`config.mk`:
```
export PLATFORM = sky130hd
export DESIGN_NAME = worst_fit_free_list_allocator
export DESIGN_NICKNAME = d
export VERILOG_FILES = /design/src/rtl/wffa_pkg.sv /design/src/rtl/wffa_pick.sv /design/src/rtl/worst_fit_free_list_allocator.sv
export SDC_FILE = /design/constraint.sdc
export NUM_CORES = 1
export LEC_CHECK = 0
export BUFFER_PORTS_ARGS = -buffer_cell sky130_fd_sc_hd__buf_2
export CORE_MARGIN = 2
export CORE_UTILIZATION = 30
export CTS_CLUSTER_SIZE = 30
export DETAILED_ROUTE_END_ITERATION = 16
export PLACE_DENSITY_LB_ADDON = 0.25
export RECOVER_POWER = 25
export SYNTH_ARGS = -nofsm -noshare
export SYNTH_HDL_FRONTEND = slang
export SYNTH_HIERARCHICAL = 1
export SYNTH_SLANG_ARGS = --single-unit
export TNS_END_PERCENT = 5
```
`constraint.sdc`:
```
create_clock -name clk -period 9.25 [get_ports clk]
set_clock_uncertainty 0.15 [all_clocks]
set_input_delay 0.4625 -clock clk [delete_from_list [all_inputs] [get_ports clk]]
set_output_delay 0.4625 -clock clk [all_outputs]
set_load 0.05 [all_outputs]
```
`src/rtl/wffa_pkg.sv`:
```
// shared constants and types for the worst-fit free list allocator
`default_nettype none

package wffa_pkg;

    // field widths
    localparam int OFF_W    = 32;
    localparam int SIZE_W   = 31;
    localparam int MARGIN_W = 8;
    localparam int STATUS_W = 3;
    localparam int DATA_W   = 32;
    localparam int PADDR_W  = 3;

    // default table depth
    localparam int FREE_ENTRIES_DEF = 16;

    // split margin after reset
    localparam logic [MARGIN_W-1:0] MARGIN_RESET = 8'd8;

    // register index, taken from the word address bit
    localparam logic REG_SPLIT_MARGIN = 1'b0;

    // request codes
    localparam logic FUNC_ALLOC = 1'b0;
    localparam logic FUNC_FREE  = 1'b1;

    // result status codes
    localparam logic [STATUS_W-1:0] ST_EXACT  = 3'd0;
    localparam logic [STATUS_W-1:0] ST_SPLIT  = 3'd1;
    localparam logic [STATUS_W-1:0] ST_APPEND = 3'd2;
    localparam logic [STATUS_W-1:0] ST_FREED  = 3'd3;
    localparam logic [STATUS_W-1:0] ST_FULL   = 3'd4;

    // one free block table entry
    typedef struct packed {
        logic [OFF_W-1:0]  offset;
        logic [SIZE_W-1:0] size;
    } block_t;

    // running largest block of a scan
    typedef struct packed {
        logic   found;
        block_t blk;
    } best_t;

endpackage

`default_nettype wire

```
`src/rtl/wffa_pick.sv`:
```
// running largest-block tracker fed by the table scan
`default_nettype none

module wffa_pick #(
    parameter int IDX_W = 4
) (
    input  wire logic             clk,
    input  wire logic             rst_n,
    input  wire logic             clear,
    input  wire logic             cand_valid,
    input  wire logic [IDX_W-1:0] cand_idx,
    input  wire wffa_pkg::block_t cand,
    output wffa_pkg::best_t       best,
    output logic [IDX_W-1:0]      best_idx
);

    logic             found_reg;
    wffa_pkg::block_t blk_reg;
    logic [IDX_W-1:0] idx_reg;
    logic             take;

    // table is stored oldest first, so ">=" lets the newest of equal sizes win
    assign take = cand_valid && (cand.size != '0)
                  && (!found_reg || (cand.size >= blk_reg.size));

    // found flag
    always_ff @(posedge clk or negedge rst_n)
    begin
        if (!rst_n)
        begin
            found_reg <= 1'b0;
        end
        else if (clear)
        begin
            found_reg <= 1'b0;
        end
        else if (take)
        begin
            found_reg <= 1'b1;
        end
    end

    // winning entry payload
    always_ff @(posedge clk)
    begin
        if (take)
        begin
            blk_reg <= cand;
            idx_reg <= cand_idx;
        end
    end

    assign best.found = found_reg;
    assign best.blk   = blk_reg;
    assign best_idx   = idx_reg;

endmodule

`default_nettype wire

```
`src/rtl/worst_fit_free_list_allocator.sv`:
```
// worst-fit free list allocator top level
//
// A request beat is taken when start is high and busy is low: func selects
// allocate or free, req_size is the block size, free_offset the freed block.
// Each request gives exactly one result beat: done is high for one cycle with
// place_offset and status; the receiver cannot stall it.
// The free block table sits in one synchronous RAM, oldest entry at the
// lowest address. A free writes the next slot and answers in the next cycle
// (or reports the table full). An allocate scans the table one entry per
// cycle through the RAM read port, picks the largest block (newest on a tie),
// then splits, reuses or appends at the end of the store.
// When an exact match lies below the newest entry, the newer entries are
// moved down one slot over it, one at a time through the single RAM port.
// busy stays high until the result beat; the next request may start in the
// cycle of done.
// split_margin is written through the APB port at address 0; the user must
// write it only while idle, as the block does not enforce it.
// Reset empties the table, clears the store end and sets the margin to 8.
`default_nettype none

module worst_fit_free_list_allocator #(
    parameter int FREE_ENTRIES = wffa_pkg::FREE_ENTRIES_DEF
) (
    input  wire logic                          clk,
    input  wire logic                          rst_n,
    // request channel
    input  wire logic                          start,
    output logic                               busy,
    input  wire logic                          func,
    input  wire logic [wffa_pkg::SIZE_W-1:0]   req_size,
    input  wire logic [wffa_pkg::OFF_W-1:0]    free_offset,
    // result channel
    output logic                               done,
    output logic [wffa_pkg::OFF_W-1:0]         place_offset,
    output logic [wffa_pkg::STATUS_W-1:0]      status,
    // configuration port
    input  wire logic                          psel,
    input  wire logic                          penable,
    input  wire logic                          pwrite,
    input  wire logic [wffa_pkg::PADDR_W-1:0]  paddr,
    input  wire logic [wffa_pkg::DATA_W-1:0]   pwdata,
    output logic [wffa_pkg::DATA_W-1:0]        prdata,
    output logic                               pready
);

    localparam int IDX_W = $clog2(FREE_ENTRIES);
    localparam int CNT_W = $clog2(FREE_ENTRIES + 1);
    localparam logic [CNT_W-1:0] CNT_FULL = CNT_W'(FREE_ENTRIES);

    // sequencer states
    localparam logic [1:0] S_IDLE   = 2'd0;
    localparam logic [1:0] S_SCAN   = 2'd1;
    localparam logic [1:0] S_DECIDE = 2'd2;
    localparam logic [1:0] S_SHIFT  = 2'd3;

    logic [1:0]                      state_reg, state_next;
    logic [CNT_W-1:0]                count_reg, count_next;
    logic [wffa_pkg::OFF_W-1:0]      end_reg, end_next;
    logic [wffa_pkg::MARGIN_W-1:0]   margin_reg;
    logic [CNT_W-1:0]                rd_idx_reg, rd_idx_next;
    logic                            cmp_valid_reg, cmp_valid_next;
    logic [IDX_W-1:0]                cmp_idx_reg, cmp_idx_next;
    logic [wffa_pkg::SIZE_W-1:0]     req_reg, req_next;
    logic                            done_reg, done_next;
    logic [wffa_pkg::OFF_W-1:0]      place_reg, place_next;
    logic [wffa_pkg::STATUS_W-1:0]   status_reg, status_next;

    // table RAM and its ports
    wffa_pkg::block_t                mem [FREE_ENTRIES];
    wffa_pkg::block_t                rd_data_reg;
    logic                            mem_re;
    logic [IDX_W-1:0]                mem_ra;
    logic                            mem_we;
    logic [IDX_W-1:0]                mem_wa;
    wffa_pkg::block_t                mem_wd;

    // scan and decision signals
    logic                            pick_clear;
    logic                            pick_valid;
    wffa_pkg::best_t                 best;
    logic [IDX_W-1:0]                best_idx;
    logic [CNT_W-1:0]                cnt_last;
    logic                            issue;
    logic                            last_cmp;
    logic                            is_exact;
    logic                            is_split;
    logic                            cfg_write;

    // table RAM, one write and one registered read per cycle
    always_ff @(posedge clk)
    begin
        if (mem_we)
        begin
            mem[mem_wa] <= mem_wd;
        end
        if (mem_re)
        begin
            rd_data_reg <= mem[mem_ra];
        end
    end

    // largest block tracker
    assign pick_valid = cmp_valid_reg && (state_reg == S_SCAN);

    wffa_pick #(
        .IDX_W (IDX_W)
    ) u_pick (
        .clk        (clk),
        .rst_n      (rst_n),
        .clear      (pick_clear),
        .cand_valid (pick_valid),
        .cand_idx   (cmp_idx_reg),
        .cand       (rd_data_reg),
        .best       (best),
        .best_idx   (best_idx)
    );

    // helpers for the sequencer
    assign cnt_last = count_reg - CNT_W'(1);
    assign issue    = rd_idx_reg < count_reg;
    assign last_cmp = cmp_valid_reg && (CNT_W'(cmp_idx_reg) == cnt_last);
    assign is_exact = best.found && (req_reg == best.blk.size);
    // req < size - margin as signed, rewritten as req + margin < size
    assign is_split = best.found
                      && (({1'b0, req_reg} + wffa_pkg::OFF_W'(margin_reg))
                          < {1'b0, best.blk.size});

    // sequencer
    always_comb
    begin
        state_next     = state_reg;
        count_next     = count_reg;
        end_next       = end_reg;
        rd_idx_next    = rd_idx_reg;
        cmp_valid_next = 1'b0;
        cmp_idx_next   = cmp_idx_reg;
        req_next       = req_reg;
        done_next      = 1'b0;
        place_next     = place_reg;
        status_next    = status_reg;
        mem_re         = 1'b0;
        mem_ra         = rd_idx_reg[IDX_W-1:0];
        mem_we         = 1'b0;
        mem_wa         = '0;
        mem_wd         = '0;
        pick_clear     = 1'b0;

        case (state_reg)
            S_IDLE:
            begin
                if (start)
                begin
                    req_next = req_size;
                    if (func == wffa_pkg::FUNC_FREE)
                    begin
                        place_next = free_offset;
                        done_next  = 1'b1;
                        if (count_reg == CNT_FULL)
                        begin
                            status_next = wffa_pkg::ST_FULL;
                        end
                        else
                        begin
                            // newest entry goes to the next free slot
                            mem_we      = 1'b1;
                            mem_wa      = count_reg[IDX_W-1:0];
                            mem_wd      = '{offset: free_offset, size: req_size};
                            count_next  = count_reg + CNT_W'(1);
                            status_next = wffa_pkg::ST_FREED;
                        end
                    end
                    else if (count_reg == '0)
                    begin
                        // empty table: place at the store end
                        place_next  = end_reg;
                        end_next    = end_reg + {1'b0, req_size};
                        status_next = wffa_pkg::ST_APPEND;
                        done_next   = 1'b1;
                    end
                    else
                    begin
                        pick_clear  = 1'b1;
                        rd_idx_next = '0;
                        state_next  = S_SCAN;
                    end
                end
            end

            S_SCAN:
            begin
                // one read per cycle, compared in the next cycle
                mem_re         = issue;
                cmp_valid_next = issue;
                cmp_idx_next   = rd_idx_reg[IDX_W-1:0];
                if (issue)
                begin
                    rd_idx_next = rd_idx_reg + CNT_W'(1);
                end
                if (last_cmp)
                begin
                    state_next = S_DECIDE;
                end
            end

            S_DECIDE:
            begin
                if (is_exact)
                begin
                    place_next  = best.blk.offset;
                    status_next = wffa_pkg::ST_EXACT;
                    if (CNT_W'(best_idx) == cnt_last)
                    begin
                        // newest entry removed, nothing to move
                        count_next = cnt_last;
                        done_next  = 1'b1;
                        state_next = S_IDLE;
                    end
                    else
                    begin
                        rd_idx_next = CNT_W'(best_idx) + CNT_W'(1);
                        state_next  = S_SHIFT;
                    end
                end
                else if (is_split)
                begin
                    // front of the block is handed out, entry keeps the rest
                    mem_we      = 1'b1;
                    mem_wa      = best_idx;
                    mem_wd      = '{offset: best.blk.offset + {1'b0, req_reg},
                                    size:   best.blk.size - req_reg};
                    place_next  = best.blk.offset;
                    status_next = wffa_pkg::ST_SPLIT;
                    done_next   = 1'b1;
                    state_next  = S_IDLE;
                end
                else
                begin
                    place_next  = end_reg;
                    end_next    = end_reg + {1'b0, req_reg};
                    status_next = wffa_pkg::ST_APPEND;
                    done_next   = 1'b1;
                    state_next  = S_IDLE;
                end
            end

            S_SHIFT:
            begin
                // move newer entries down one slot over the removed one
                mem_re         = issue;
                cmp_valid_next = issue;
                cmp_idx_next   = rd_idx_reg[IDX_W-1:0];
                if (issue)
                begin
                    rd_idx_next = rd_idx_reg + CNT_W'(1);
                end
                if (cmp_valid_reg)
                begin
                    mem_we = 1'b1;
                    mem_wa = cmp_idx_reg - IDX_W'(1);
                    mem_wd = rd_data_reg;
                end
                if (last_cmp)
                begin
                    count_next = cnt_last;
                    done_next  = 1'b1;
                    state_next = S_IDLE;
                end
            end

            default:
            begin
                state_next = S_IDLE;
            end
        endcase
    end

    // control registers
    always_ff @(posedge clk or negedge rst_n)
    begin
        if (!rst_n)
        begin
            state_reg     <= S_IDLE;
            count_reg     <= '0;
            end_reg       <= '0;
            rd_idx_reg    <= '0;
            cmp_valid_reg <= 1'b0;
            done_reg      <= 1'b0;
        end
        else
        begin
            state_reg     <= state_next;
            count_reg     <= count_next;
            end_reg       <= end_next;
            rd_idx_reg    <= rd_idx_next;
            cmp_valid_reg <= cmp_valid_next;
            done_reg      <= done_next;
        end
    end

    // payload registers
    always_ff @(posedge clk)
    begin
        cmp_idx_reg <= cmp_idx_next;
        req_reg     <= req_next;
        place_reg   <= place_next;
        status_reg  <= status_next;
    end

    // configuration register
    assign cfg_write = psel && penable && pwrite && pready;

    always_ff @(posedge clk or negedge rst_n)
    begin
        if (!rst_n)
        begin
            margin_reg <= wffa_pkg::MARGIN_RESET;
        end
        else if (cfg_write && (paddr[wffa_pkg::PADDR_W-1] == wffa_pkg::REG_SPLIT_MARGIN))
        begin
            margin_reg <= pwdata[wffa_pkg::MARGIN_W-1:0];
        end
    end

    assign pready = 1'b1;
    assign prdata = (paddr[wffa_pkg::PADDR_W-1] == wffa_pkg::REG_SPLIT_MARGIN)
                    ? wffa_pkg::DATA_W'(margin_reg) : '0;

    // outputs
    assign busy         = (state_reg != S_IDLE);
    assign done         = done_reg;
    assign place_offset = place_reg;
    assign status       = status_reg;

    // the result beat always lands with the sequencer back in idle
    a_done_idle: assert property (@(posedge clk) disable iff (!rst_n)
        done |-> !busy)
        else $error("result beat while sequencer busy");

    // entry count never exceeds the table depth
    a_count_range: assert property (@(posedge clk) disable iff (!rst_n)
        count_reg <= CNT_FULL)
        else $error("entry count beyond table depth");

    // a free into a full table is answered at once as dropped
    a_full_drop: assert property (@(posedge clk) disable iff (!rst_n)
        (start && !busy && (func == wffa_pkg::FUNC_FREE) && (count_reg == CNT_FULL))
        |=> (done && (status == wffa_pkg::ST_FULL) && (count_reg == CNT_FULL)))
        else $error("free into full table not dropped");

    // gap closing only runs with an entry above the removed one
    a_shift_count: assert property (@(posedge clk) disable iff (!rst_n)
        (state_reg == S_SHIFT) |-> (count_reg >= CNT_W'(2)))
        else $error("entry move with too few entries");

endmodule

`default_nettype wire

```
==> impl_metrics.env <==
export IMPL_vias=31300
export IMPL_die_y_um=434
export IMPL_place_gp_congestion=0.934
export IMPL_syn_area_um2=55400
export IMPL_postRouteAntennaNets=0
export IMPL_wl_per_cell_um=26.8
export IMPL_ys_warn_count=6
export IMPL_largest_reg_flops=1008
export IMPL_crit_type="flop to flop"
export IMPL_cts_max_level=4
export IMPL_yosysSeqAreaShare_pct=67.9
export IMPL_hold_buffers=64
export IMPL_ys_ff_latch=1263
export IMPL_cp_slowest_cell="nand3_1"
export IMPL_drive_gt1_share_pct=19.1
export IMPL_ios=175
export IMPL_clkSinkCount=1263
export IMPL_synthArstFlopShare_pct=4.35
export IMPL_clkLatencyLatePin_ps=780
export IMPL_grt_max_degree=96
export IMPL_viasPerCell=5.11
export IMPL_die_w_um=434
export IMPL_finalSetupViolations=0
export IMPL_clkPwrFrac_pct=25.9
export IMPL_root_buffer="clkbuf_16"
export IMPL_hold_ws_ps=45.0
export IMPL_power_frac_comb_pct=33.5
export IMPL_synth_xor_area_share_pct=1.96
export IMPL_cts_resized=0
export IMPL_grt_usage_pct=17.4
export IMPL_failed_checks="capacitance limit, slew limit"
export IMPL_critical_path_cell_chain="ha_1 -> inv_1 -> fa_1 -> nor2b_1 -> o21ai_0 -> a21boi_0 -> o21ai_0 -> a21boi_0 -> o21ai_0 -> nand2_1 -> or4b_2 -> xnor2_1 -> ha_1 -> nand2_1 -> o21ai_0 -> a2111oi_0 -> a211o_1 -> o211a_4 -> nand3_1 -> o21ai_0 -> nand2_1 -> nor2_4 -> buf_4"
export IMPL_cp_max_fo=37
export IMPL_core_um2=183000
export IMPL_p_int_mw=13.7
export IMPL_setup_tns_ps=0
export IMPL_crit_top_cell="o21ai_0"
export IMPL_synthFlopType="edfxtp_1"
export IMPL_clk_pin_slew_ps=60
export IMPL_numCtsBuffers=140
export IMPL_n_antenna_cell=0
export IMPL_cts_tree="yes"
export IMPL_netlist_cell_type_count=87
export IMPL_numPortBuffers=123
export IMPL_multi_input_area_um2=16700
export IMPL_grt_pass1_wl_um=233000
export IMPL_grt_pass1_vias=31300
export IMPL_cts_setup_buffers=0
export IMPL_power_switching_mw=7.08
export IMPL_max_slew_worst_pin_slew_ps=5190
export IMPL_status="finished, violations left"
export IMPL_hpwl_um=104000
export IMPL_fin_crit_sh_pct=87.5
export IMPL_finalMaxSlewViolations=616
export IMPL_power_density_nw_per_um2=323
export IMPL_synth_top_family_by_area="multiplexers"
export IMPL_nFillCells=17300
export IMPL_cp_end_kind="flop"
export IMPL_synthMuxAreaShare_pct=13.2
export IMPL_finalHoldViolCount=0
export IMPL_vdd_drop_max_mv=0.262
export IMPL_fin_crit_ps=8090
export IMPL_synth_avg_cell_area_um2=17.1
export IMPL_dr_pass1_iters=5
export IMPL_drc=0
export IMPL_cp_start_kind="flop"
export IMPL_switching_share_pct=34.0
export IMPL_hold_class="primary input to flop"
export IMPL_syn2layout_area_growth_pct=16.3
export IMPL_yosys_area_share_adder_pct=3.96
export IMPL_required_ps=9490
export IMPL_fmax_ghz=0.124
export IMPL_start_util_pct=30.2
export IMPL_synthCells=3246
export IMPL_yosys_area_share_simple_pct=3.80
export IMPL_antenna_found_initial=16
export IMPL_synth_edff_count=1208
export IMPL_die_area_um2=188000
export IMPL_seq_area_um2=37700
export IMPL_rsz0062_at_grt="false"
export IMPL_clock_path_buffers=3
export IMPL_routed_wl_um=165000
export IMPL_seq_power_share_pct=40.6
export IMPL_grt_overflow_total=0
export IMPL_rows=157
export IMPL_synth_compound_area_share_pct=6.74
export IMPL_maxCapViolations=15
export IMPL_p_leak_nw=21.8
export IMPL_slew_headroom_pct=-246
export IMPL_nets=3833
export IMPL_drt_iter0_markers=3380
export IMPL_arrival_ps=8340
export IMPL_max_stage_delay_ps=930
-- stage by stage --
step / cell area, um^2 / power, mW / setup slack (ps) / std cells / util (%)
5_1_grt: 64400 / 21.9 / 584 / 6131 / 35.2
6_report: 64400 / 20.8 / 1160 / 6131 / 35.2
3_5_place_dp: 59600 / 15.5 / 1460 / 5813 / 32.5
3_3_place_gp: 59600 / 15.5 / 1490 / 5813 / 32.5
2_1_floorplan: 55500 / 13.1 / 1480 / 3269 / -
4_1_cts: 64700 / 20.9 / 1440 / 6131 / 35.3
-- power groups by stage --
stage,clock network (mW),registers (mW),logic (mW)
after CTS,5.52,8.41,7.01
after global routing,5.74,8.53,7.58
final,5.40,8.45,6.97
after global placement,0,8.51,6.94
after floorplan,0,8.16,4.90
after detailed placement,0,8.51,6.96
-- layer usage --
layer / up-vias / routed length (um) / track usage, % / share of wire [%]
met4: 0 / 6280 / 6.27 / 3.8
met2: 1017 / 80100 / 28.9 / 49
met5: - / 0 / 0 / 0
met1: 16400 / 69700 / 23.2 / 42
met3: 249 / 8440 / 2.49 / 5.1
li1: 13600 / - / - / -
-- path summary, 6_finish.rpt --
check / startpoint / end / slack, ps / cells after the start
max: req_reg[0] / mem[6][42] / 1160 / 23
min: free_offset[7] / place_offset[7] / 50 / 3
max reg2reg: req_reg[0] / mem[6][42] / 1160 / 23
min reg2reg: rd_data_reg[37] / u_pick/best[37] / 290 / 0
max in group asynchronous: rst_n / end_reg[16] / 5300 / 3
min in group asynchronous: rst_n / margin_reg[7] / 1490 / 3
-- cell usage after synthesis, types with 8 or more instances --
cell type  number  area share [%]
nor3_1         28            0.25
a22oi_1        61            0.83
buf_1          20            0.14
inv_1         162             1.1
nand2_1       148             1.0
nor4_1         13            0.15
nand2b_1        9            0.10
mux2_2         13            0.26
buf_2          12            0.11
clkbuf_1      100            0.68
o21ai_0       184             1.7
edfxtp_1     1208              65
nor2_1         93            0.63
o22ai_1        35            0.40
mux4_2        315              13
xor2_1         47            0.74
buf_4          26            0.35
and3_1         19            0.21
o21bai_1       10            0.14
o21a_1         15            0.20
a21oi_1       135             1.2
a31oi_1        15            0.17
a211oi_1       16            0.22
nand4_1        24            0.27
o211ai_1        8            0.11
nor2b_1        25            0.28
a21o_1         40            0.54
dfrtp_1        54             2.4
ha_1          169             3.8
and4_1         11            0.17
nand3_1        27            0.24
xnor2_1        77             1.2
-- cells in the final DEF, fill, tap and decap left out, drive strengths merged, types with 47 or more instances in the layout --
cell	n
ha	169
dfrtp	54
a22oi	61
dlygate4sd3	64
nand2	148
buf	142
xnor2	77
mux4	315
inv	170
edfxtp	1208
a21oi	135
o21ai	189
clkbuf	281
nor2	93
clkinv	49
xor2	47
-- layout make-up --
| cell class | instances | share of cell area, % |
|---|---|---|
| Clock inverter | 70 | 1.05 |
| Clock buffer | 184 | 5.79 |
| Multi-Input combinational cell | 1683 | 25.9 |
| Sequential cell | 1263 | 58.4 |
| Timing Repair Buffer | 303 | 3.10 |
| Tap cell | 2464 | 4.78 |
| Inverter | 164 | 0.963 |
-- cells by family after synthesis --
kind of cell / count (synthesis)
AO/OA/AOI/OAI: 598
XOR/XNOR: 124
adder cells (fa/ha/maj): 173
buffers and inverters: 323
flip-flops: 1263
multiplexers: 335
other: 2
AND/OR/NAND/NOR: 428
-- worst max-delay path: cells and delay by family, from the launching register on --
kind	cells	cell delay (ps)
buffers and inverters	2	730
XOR/XNOR	1	150
AND/OR/NAND/NOR	7	2640
AO/OA/AOI/OAI	10	2560
flip-flops	1	490
adder cells (fa/ha/maj)	3	940
Power figures use the tool's default switching activity.
